<file path="config.mk">
export PLATFORM = sky130hd
export DESIGN_NAME = heartbeat_link_monitor
export DESIGN_NICKNAME = d
export VERILOG_FILES = /design/src/rtl/core/hlm_pkg.sv /design/src/rtl/core/hlm_ram.sv /design/src/rtl/core/hlm_ctrl.sv /design/src/rtl/core/hlm_dp.sv /design/src/rtl/core/heartbeat_link_monitor.sv
export SDC_FILE = /design/constraint.sdc
export NUM_CORES = 1
export LEC_CHECK = 0
export BUFFER_PORTS_ARGS = -buffer_cell sky130_fd_sc_hd__buf_2
export CELL_PAD_IN_SITES_DETAIL_PLACEMENT = 0
export CELL_PAD_IN_SITES_GLOBAL_PLACEMENT = 2
export CORE_MARGIN = 5
export CORE_UTILIZATION = 43
export DETAILED_ROUTE_END_ITERATION = 10
export GPL_ROUTABILITY_DRIVEN = 0
export PLACE_DENSITY_LB_ADDON = 0.08
export SETUP_SLACK_MARGIN = 0.02
export SLEW_MARGIN = 20
export SYNTH_ARGS = -nofsm -noshare
export SYNTH_HDL_FRONTEND = slang
export SYNTH_SLANG_ARGS = --single-unit
</file>
<file path="constraint.sdc">
create_clock -name clk -period 4.12 [get_ports clk]
set_input_delay 0.206 -clock clk [delete_from_list [all_inputs] [get_ports clk]]
set_output_delay 0.206 -clock clk [all_outputs]
set_load 0.1 [all_outputs]
</file>
<file path="src/rtl/core/hlm_pkg.sv">
// Shared types, request codes and reset constants for the heartbeat link monitor.
`default_nettype none
package hlm_pkg;

	localparam logic [1:0] REQ_TICK      = 2'd0;
	localparam logic [1:0] REQ_HEARTBEAT = 2'd1;
	localparam logic [1:0] REQ_CHECK     = 2'd2;

	localparam logic [31:0] WAIT_FLAG   = 32'h8000_0000;
	localparam logic [31:0] TIMEOUT_RST = 32'd2000;

	typedef struct packed {
		logic accept;
		logic scan;
		logic out_load;
		logic cfg_we;
	} cmd_t;

	typedef struct packed {
		logic is_check;
		logic scan_end;
	} sts_t;

	function automatic logic [31:0] init_mask(int n, int none_u, int sys_u);
		logic [31:0] m;
		m = WAIT_FLAG;
		for (int i = 0; i < 31; i++) begin
			if (i < n && i != none_u && i != sys_u) begin
				m[i] = 1'b1;
			end
		end
		return m;
	endfunction

endpackage
`default_nettype wire

</file>
<file path="src/rtl/core/hlm_ram.sv">
// Generic single-write, single-read RAM with registered read data.
`default_nettype none
module hlm_ram #(
	parameter int WIDTH = 32,
	parameter int DEPTH = 16
) (
	input  wire logic                     clk,
	input  wire logic                     we,
	input  wire logic [$clog2(DEPTH)-1:0] waddr,
	input  wire logic [WIDTH-1:0]         wdata,
	input  wire logic [$clog2(DEPTH)-1:0] raddr,
	output logic      [WIDTH-1:0]         rdata
);

	logic [WIDTH-1:0] mem_q [DEPTH];

	always_ff @(posedge clk) begin
		if (we) begin
			mem_q[waddr] <= wdata;
		end
		rdata <= mem_q[raddr];
	end

endmodule
`default_nettype wire

</file>
<file path="src/rtl/core/hlm_ctrl.sv">
// Controller state machine: accepts items, sequences the check scan, loads results.
`default_nettype none
module hlm_ctrl (
	input  wire logic          clk,
	input  wire logic          arst_n,
	input  wire logic          in_valid,
	output logic               in_stall,
	output logic               out_valid,
	input  wire logic          out_stall,
	input  wire logic          cfg_valid,
	output logic               cfg_ready,
	input  wire hlm_pkg::sts_t sts,
	output hlm_pkg::cmd_t      cmd
);
	import hlm_pkg::*;

	typedef enum logic [2:0] {
		ST_IDLE = 3'b001,
		ST_SCAN = 3'b010,
		ST_DONE = 3'b100
	} state_t;

	state_t state_q, state_d;
	logic   out_valid_q;
	logic   idle;

	assign idle = (state_q == ST_IDLE);

	always_comb begin
		cmd.accept   = idle && in_valid;
		cmd.scan     = (state_q == ST_SCAN);
		cmd.out_load = (state_q == ST_DONE) && (!out_valid_q || !out_stall);
		cmd.cfg_we   = idle && cfg_valid;
	end

	always_comb begin
		state_d = state_q;
		case (state_q)
			ST_IDLE: begin
				if (in_valid) begin
					state_d = sts.is_check ? ST_SCAN : ST_DONE;
				end
			end
			ST_SCAN: begin
				if (sts.scan_end) begin
					state_d = ST_DONE;
				end
			end
			ST_DONE: begin
				if (cmd.out_load) begin
					state_d = ST_IDLE;
				end
			end
			default: state_d = ST_IDLE;
		endcase
	end

	always_ff @(posedge clk or negedge arst_n) begin
		if (!arst_n) begin
			state_q     <= ST_IDLE;
			out_valid_q <= 1'b0;
		end else begin
			state_q <= state_d;
			if (cmd.out_load) begin
				out_valid_q <= 1'b1;
			end else if (!out_stall) begin
				out_valid_q <= 1'b0;
			end
		end
	end

	assign in_stall  = !idle;
	assign cfg_ready = idle;
	assign out_valid = out_valid_q;

endmodule
`default_nettype wire

</file>
<file path="src/rtl/core/hlm_dp.sv">
// Datapath: time counter, timestamps, heard flags, status mask, scan unit, result registers.
`default_nettype none
module hlm_dp #(
	parameter int NUM_UNITS   = 16,
	parameter int NONE_UNIT   = 0,
	parameter int SYSTEM_UNIT = 1
) (
	input  wire logic          clk,
	input  wire logic          arst_n,
	input  wire hlm_pkg::cmd_t cmd,
	output hlm_pkg::sts_t      sts,
	input  wire logic [1:0]    req_type,
	input  wire logic [4:0]    unit_index,
	input  wire logic [31:0]   cfg_data,
	output logic               check_ok,
	output logic               all_linked,
	output logic [31:0]        status_mask,
	output logic               index_error
);
	import hlm_pkg::*;

	localparam int UW = $clog2(NUM_UNITS);
	localparam int CW = $clog2(NUM_UNITS + 1);
	localparam logic [31:0] MASK_RST = init_mask(NUM_UNITS, NONE_UNIT, SYSTEM_UNIT);

	logic [31:0]          time_q;
	logic [31:0]          timeout_q;
	logic [31:0]          status_q;
	logic [NUM_UNITS-1:0] heard_q;
	logic                 ok_q;
	logic                 ierr_q;
	logic [CW-1:0]        cnt_q;
	logic                 vld_s1;
	logic [UW-1:0]        idx_s1;

	logic                 idx_in_range;
	logic                 hb_we;
	logic [31:0]          seen_rdata;
	logic [31:0]          age;
	logic                 hit;
	logic [31:0]          hb_mask;

	assign idx_in_range = (unit_index < 5'(NUM_UNITS));
	assign hb_we        = cmd.accept && (req_type == REQ_HEARTBEAT) && idx_in_range;
	assign hb_mask      = status_q & ~(32'd1 << unit_index);

	hlm_ram #(
		.WIDTH(32),
		.DEPTH(NUM_UNITS)
	) u_seen_ram (
		.clk  (clk),
		.we   (hb_we),
		.waddr(unit_index[UW-1:0]),
		.wdata(time_q),
		.raddr(cnt_q[UW-1:0]),
		.rdata(seen_rdata)
	);

	assign age = time_q - seen_rdata;
	assign hit = vld_s1 && heard_q[idx_s1] && (age > timeout_q);

	assign sts.is_check = (req_type == REQ_CHECK);
	assign sts.scan_end = hit || (vld_s1 && idx_s1 == UW'(NUM_UNITS - 1));

	always_ff @(posedge clk or negedge arst_n) begin
		if (!arst_n) begin
			time_q    <= '0;
			timeout_q <= TIMEOUT_RST;
			status_q  <= MASK_RST;
			heard_q   <= '0;
			vld_s1    <= 1'b0;
			cnt_q     <= '0;
		end else begin
			if (cmd.cfg_we) begin
				timeout_q <= cfg_data;
			end
			if (cmd.accept) begin
				cnt_q <= CW'(1);
				case (req_type)
					REQ_TICK: time_q <= time_q + 32'd1;
					REQ_HEARTBEAT: begin
						if (idx_in_range) begin
							heard_q[unit_index[UW-1:0]] <= 1'b1;
							status_q <= (hb_mask == WAIT_FLAG) ? 32'd0 : hb_mask;
						end
					end
					default: ;
				endcase
			end
			if (cmd.scan) begin
				if (cnt_q < CW'(NUM_UNITS)) begin
					cnt_q  <= cnt_q + CW'(1);
					vld_s1 <= 1'b1;
				end else begin
					vld_s1 <= 1'b0;
				end
				if (hit) begin
					status_q <= status_q | (32'd1 << idx_s1);
				end
			end else begin
				vld_s1 <= 1'b0;
			end
		end
	end

	// payload-only registers
	always_ff @(posedge clk) begin
		if (cmd.scan) begin
			idx_s1 <= cnt_q[UW-1:0];
		end
		if (cmd.accept) begin
			ok_q   <= 1'b1;
			ierr_q <= (req_type == REQ_HEARTBEAT) && !idx_in_range;
		end else if (cmd.scan && hit) begin
			ok_q <= 1'b0;
		end
		if (cmd.out_load) begin
			check_ok    <= ok_q;
			all_linked  <= (status_q == 32'd0);
			status_mask <= status_q;
			index_error <= ierr_q;
		end
	end

endmodule
`default_nettype wire

</file>
<file path="src/rtl/core/heartbeat_link_monitor.sv">
// Heartbeat link monitor top level: controller plus datapath.
// Tick and heartbeat: the controller passes from idle to done, loads the result register once
// the output register is free, then returns to idle for the next item. Check: one stored
// timestamp read per cycle; the scan ends at the last unit or early on a timeout.
// A new item is taken while the previous result is still waiting at the output register.
// arst_n clears time and heard flags, sets timeout to 2000; status mask resets to the waiting
// flag plus every unit other than the none and system units. Timestamps are not cleared.
`default_nettype none
module heartbeat_link_monitor #(
	parameter int NUM_UNITS   = 16,
	parameter int NONE_UNIT   = 0,
	parameter int SYSTEM_UNIT = 1
) (
	input  wire logic        clk,
	input  wire logic        arst_n,
	input  wire logic        in_valid,
	output logic             in_stall,
	input  wire logic [1:0]  req_type,
	input  wire logic [4:0]  unit_index,
	output logic             out_valid,
	input  wire logic        out_stall,
	output logic             check_ok,
	output logic             all_linked,
	output logic [31:0]      status_mask,
	output logic             index_error,
	input  wire logic        cfg_valid,
	output logic             cfg_ready,
	input  wire logic [31:0] cfg_data
);
	import hlm_pkg::*;

	cmd_t cmd;
	sts_t sts;

	hlm_ctrl u_ctrl (
		.clk      (clk),
		.arst_n   (arst_n),
		.in_valid (in_valid),
		.in_stall (in_stall),
		.out_valid(out_valid),
		.out_stall(out_stall),
		.cfg_valid(cfg_valid),
		.cfg_ready(cfg_ready),
		.sts      (sts),
		.cmd      (cmd)
	);

	hlm_dp #(
		.NUM_UNITS  (NUM_UNITS),
		.NONE_UNIT  (NONE_UNIT),
		.SYSTEM_UNIT(SYSTEM_UNIT)
	) u_dp (
		.clk        (clk),
		.arst_n     (arst_n),
		.cmd        (cmd),
		.sts        (sts),
		.req_type   (req_type),
		.unit_index (unit_index),
		.cfg_data   (cfg_data),
		.check_ok   (check_ok),
		.all_linked (all_linked),
		.status_mask(status_mask),
		.index_error(index_error)
	);

	a_busy_after_accept: assert property (@(posedge clk) disable iff (!arst_n)
		(in_valid && !in_stall) |=> in_stall)
		else $error("input transfer did not make the block busy");

	a_linked_matches_mask: assert property (@(posedge clk) disable iff (!arst_n)
		out_valid |-> (all_linked == (status_mask == 32'd0)))
		else $error("all_linked disagrees with status_mask");

	a_fail_no_index_error: assert property (@(posedge clk) disable iff (!arst_n)
		(out_valid && !check_ok) |-> !index_error)
		else $error("check failure reported together with index error");

	a_load_only_when_free: assert property (@(posedge clk) disable iff (!arst_n)
		(out_valid && out_stall) |-> !cmd.out_load)
		else $error("result register overwritten while stalled");

endmodule
`default_nettype wire

</file>
==> flow_summary.yaml <==
status:
  status: "complete, but fails checks"
  violations: "setup timing"
yosys:
  ys.flop_type: "edfxtp_1"
  synth_edf_count: 552
  synth_async_sr_flop_share_pct: 17.26
  synth_seq_cells: 707
  synthCells: 1680
  syn_area_mm2: 0.02891
  syn_avg_cell_area_um2: 17.21
  synth_cell_types: 65
  syn_nets: 1790
  synth_warnings: 0
  seq_area_frac_synth_pct: 70.27
routing:
  wirelength_mm: 74.87
  drtIter0Drc: 1226
  wire_per_inst_um: 26.06
  routed_via_density: 5.489
  vias: 15770
  first_pass_iters: 5
  postRouteAntennaNets: 0
  drc_errors: 0
global_routing:
  track_usage_pct: 20.80
  grt_max_degree: 64
  grt_remaining_overflow: 0
  grt_antenna_before_repair: 0
  grt_pass1_wl_mm: 112.7
  grt_pass1_vias: 16660
critical_path:
  critPathRequiredTime_ns: 4.63
  crit_top_cell: "ha_1"
  path_cells: "ha_1, a21oi_2, o211ai_1, or4_4, a31oi_4, o41ai_4, and2_4, a41oi_4, a41oi_2, xnor2_1, ha_1, nand4_1, nor4_4, nand2_1, and3_4, and4_4, a22o_1"
  cp_slowest_cell: "or4_4"
  cp_top_family: "simple AND/OR/NAND/NOR gates"
  path_buf_inv: 0
  crit_arrival_ns: 4.68
  worstSetupEndpointType: "register"
  cp_max_fo: 6
  startpoint_type: "register"
  critPathKind: "reg -> reg"
  slowest_delay_ns: 0.44
min_path:
  hp-class: "in -> reg"
floorplan:
  core_mm2: 0.06692
  start_util_pct: 43.20
  ios: 82
  die_h_um: 269.3
  die_w_um: 269.3
  rows: 95
  fp.dieArea_mm2: 0.07253
place:
  hpwlAfterDp_mm: 45.88
  dp_slack_ns: -0.3738
  numPortBuffers: 81
sta:
  finalHoldViolCount: 0
  rsz0062_at_grt: "yes"
  tightest_slew_ns: 0.9998
  timing.final.crit_period_ns: 4.178
  finClkSkew_ns: 0.02194
  fin_hold_ws_ns: 0.1033
  fin_ws_ns: -0.05804
  max_freq_mhz: 239.3
  fin_crit_sh_pct: 101.4
  setup_viol: 13
  final_max_slew_viol_count: 0
  relSlewSlack_pct: 33.35
clock_tree:
  clk_path_buf_depth: 3
  cts_root_buffer: "clkbuf_16"
  clock_sinks: 707
  cts_buffers: 77
  clock_latency_ns: 0.63
  ctsHtreeMaxLevel: 3
  clkTransAtPathRegs_ns: 0.06
  cts_tree: "yes"
cells_and_area:
  drive_gt1_share_pct: 29.36
  final_nets: 2050
  syn2layout_area_growth_pct: 18.94
pwr:
  power.share.clock_pct: 37.7
  p_per_area_mw_per_mm2: 516.5
  power_frac_comb_pct: 15.8
  internal_power_w: 0.01297
  swShare_pct: 26.99
  p_sw_w: 0.004794
  vdd_ir_drop_max_mv: 0.3472
  p_leak_nw: 11.79
  p_seq_share_pct: 46.5
flow_run:
  maxCapViolations: 0
-- final timing paths --
path,start,to,slack [ns],depth (start not counted)
worst max register to register,u_dp.time_q[16],u_dp.status_q[0],-0.06,17
max in group asynchronous,arst_n,u_dp.timeout_q[4],3.01,3
worst min-delay path,req_type[0],u_dp.ierr_q,0.10,3
worst max-delay path,u_dp.time_q[16],u_dp.status_q[0],-0.06,17
min in group asynchronous,arst_n,u_dp.status_q[17],0.13,2
worst min register to register,u_dp.status_q[17],u_dp.status_q[17],0.40,0
-- cells in the final DEF (no fill, tap or decap), drive strengths merged, types with 39 or more instances in the layout --
cell type and n:
nor2 71, edfxtp 552, o21ai 69, xnor2 39
mux4 165, dfrtp 100, nand2 82, buf 219
clkbuf 100, inv 97, a21oi 47, ha 65
-- cells by family (layout without fill, tap and decap cells) --
kind of cell / count (synthesis) / count (layout) / synth area share (%)
DFF: 707 / 707 / 70.27
and+or+nand+nor: 306 / 306 / 5.236
AOI/OAI and AO/OA: 208 / 208 / 4.678
muxes: 169 / 169 / 13.00
buffers and inverters: 167 / 486 / 2.207
adders and majority gates: 66 / 66 / 2.882
xor gates and xnor gates: 57 / 57 / 1.727
other: 0 / 1 / 0
-- stage by stage --
step	instance area, um2	std cells	power (W)	TNS, ns	util, %
6_report	34390	2873	0.01776	-0.2616	51.39
5_1_grt	34390	2872	0.01854	-3.786	51.38
4_1_cts	34280	2868	0.01796	-4.228	51.23
3_5_place_dp	31310	2685	0.01113	-6.159	46.79
3_3_place_gp	31310	2685	0.01110	-4.435	46.79
2_1_floorplan	28930	1680	0.01025	0	-
-- power groups by stage --
stage	logic, W	registers (W)	clock network [W]
floorplan	0.00154	0.00871	0
global placement	0.00271	0.00839	0
detailed placement	0.00273	0.00840	0
CTS	0.00282	0.00826	0.00688
global route	0.00307	0.00828	0.00719
finish	0.00281	0.00825	0.00670
-- final cells by class --
| type | count | area (um2) |
|---|---|---|
| diodes | 1 | 2.502 |
| inverters | 91 | 341.6 |
| well taps | 873 | 1092 |
| repair buffers | 257 | 1961 |
| clock inverters | 38 | 379.1 |
| fillers | 5481 | 32530 |
| flip-flops and latches | 707 | 20330 |
| clock buffers | 100 | 2074 |
| multi-input cells | 806 | 8208 |
-- worst min-delay path: stages --
cell      delay [ns]
buf_2           0.15
nand2b_1        0.13
nor2_1          0.11
-- timing repair --
item	4_1_cts	5_1_grt
pin swaps	25	24
setup buffers	8	3
cloned	0	0
hold buffers	38	0
resized for setup	21	15
setup endpoints to repair	19	19
endpoints found under the hold margin	91	0
-- flip-flops by register name, summed over array words and instances, names as in the netlist, 3 cells and up --
name / cells
u_ctrl.state_q: 3
u_dp.cnt_q: 5
u_dp.heard_q: 16
u_dp.idx_s1: 4
u_dp.status_mask: 32
u_dp.status_q: 32
u_dp.time_q: 32
u_dp.timeout_q: 32
u_dp.u_seen_ram.mem_q: 512
u_dp.u_seen_ram.rdata: 32
-- metal layers --
| metal | part of all wire, % | global-route usage (%) | vias to the layer above |
|---|---|---|---|
| met5 | 0 | 0 | - |
| met4 | 1.5 | 4.688 | 0 |
| met3 | 4.1 | 3.032 | 79 |
| met2 | 47 | 32.76 | 346 |
| met1 | 48 | 31.21 | 8271 |
| li1 | - | - | 7074 |
-- cells in the mapped netlist, types with 5 or more instances --
master    count  area, um2
mux4_2      165       3716
xnor2_1      39      341.6
nor2b_1      10      62.56
o21a_1        8      60.06
dfrtp_1     100       2502
and3_1       13      81.33
dfstp_2      22      578.1
o21ai_0      69      345.3
ha_1         65      813.3
nor4_1       10      62.56
edfxtp_1    552      16580
a21o_1       23      172.7
nor3_1       21      105.1
xor2_1       18      157.7
inv_1        91      341.6
or2_2        13      81.33
nand3_1      33      165.2
a31oi_1       6      37.54
buf_2         5      25.02
buf_1        16      60.06
clkbuf_1     53      198.9
o211ai_1      5      37.54
nand2_1      82      307.8
a22o_1       14      122.6
dfxtp_1      33      660.6
nand2b_1     18      112.6
nor2_1       71      266.5
o22ai_1       5      31.28
a21oi_1      47      235.2
a211oi_1      5      37.54
nand4_1      14      87.58
Power figures use the tool's default switching activity.
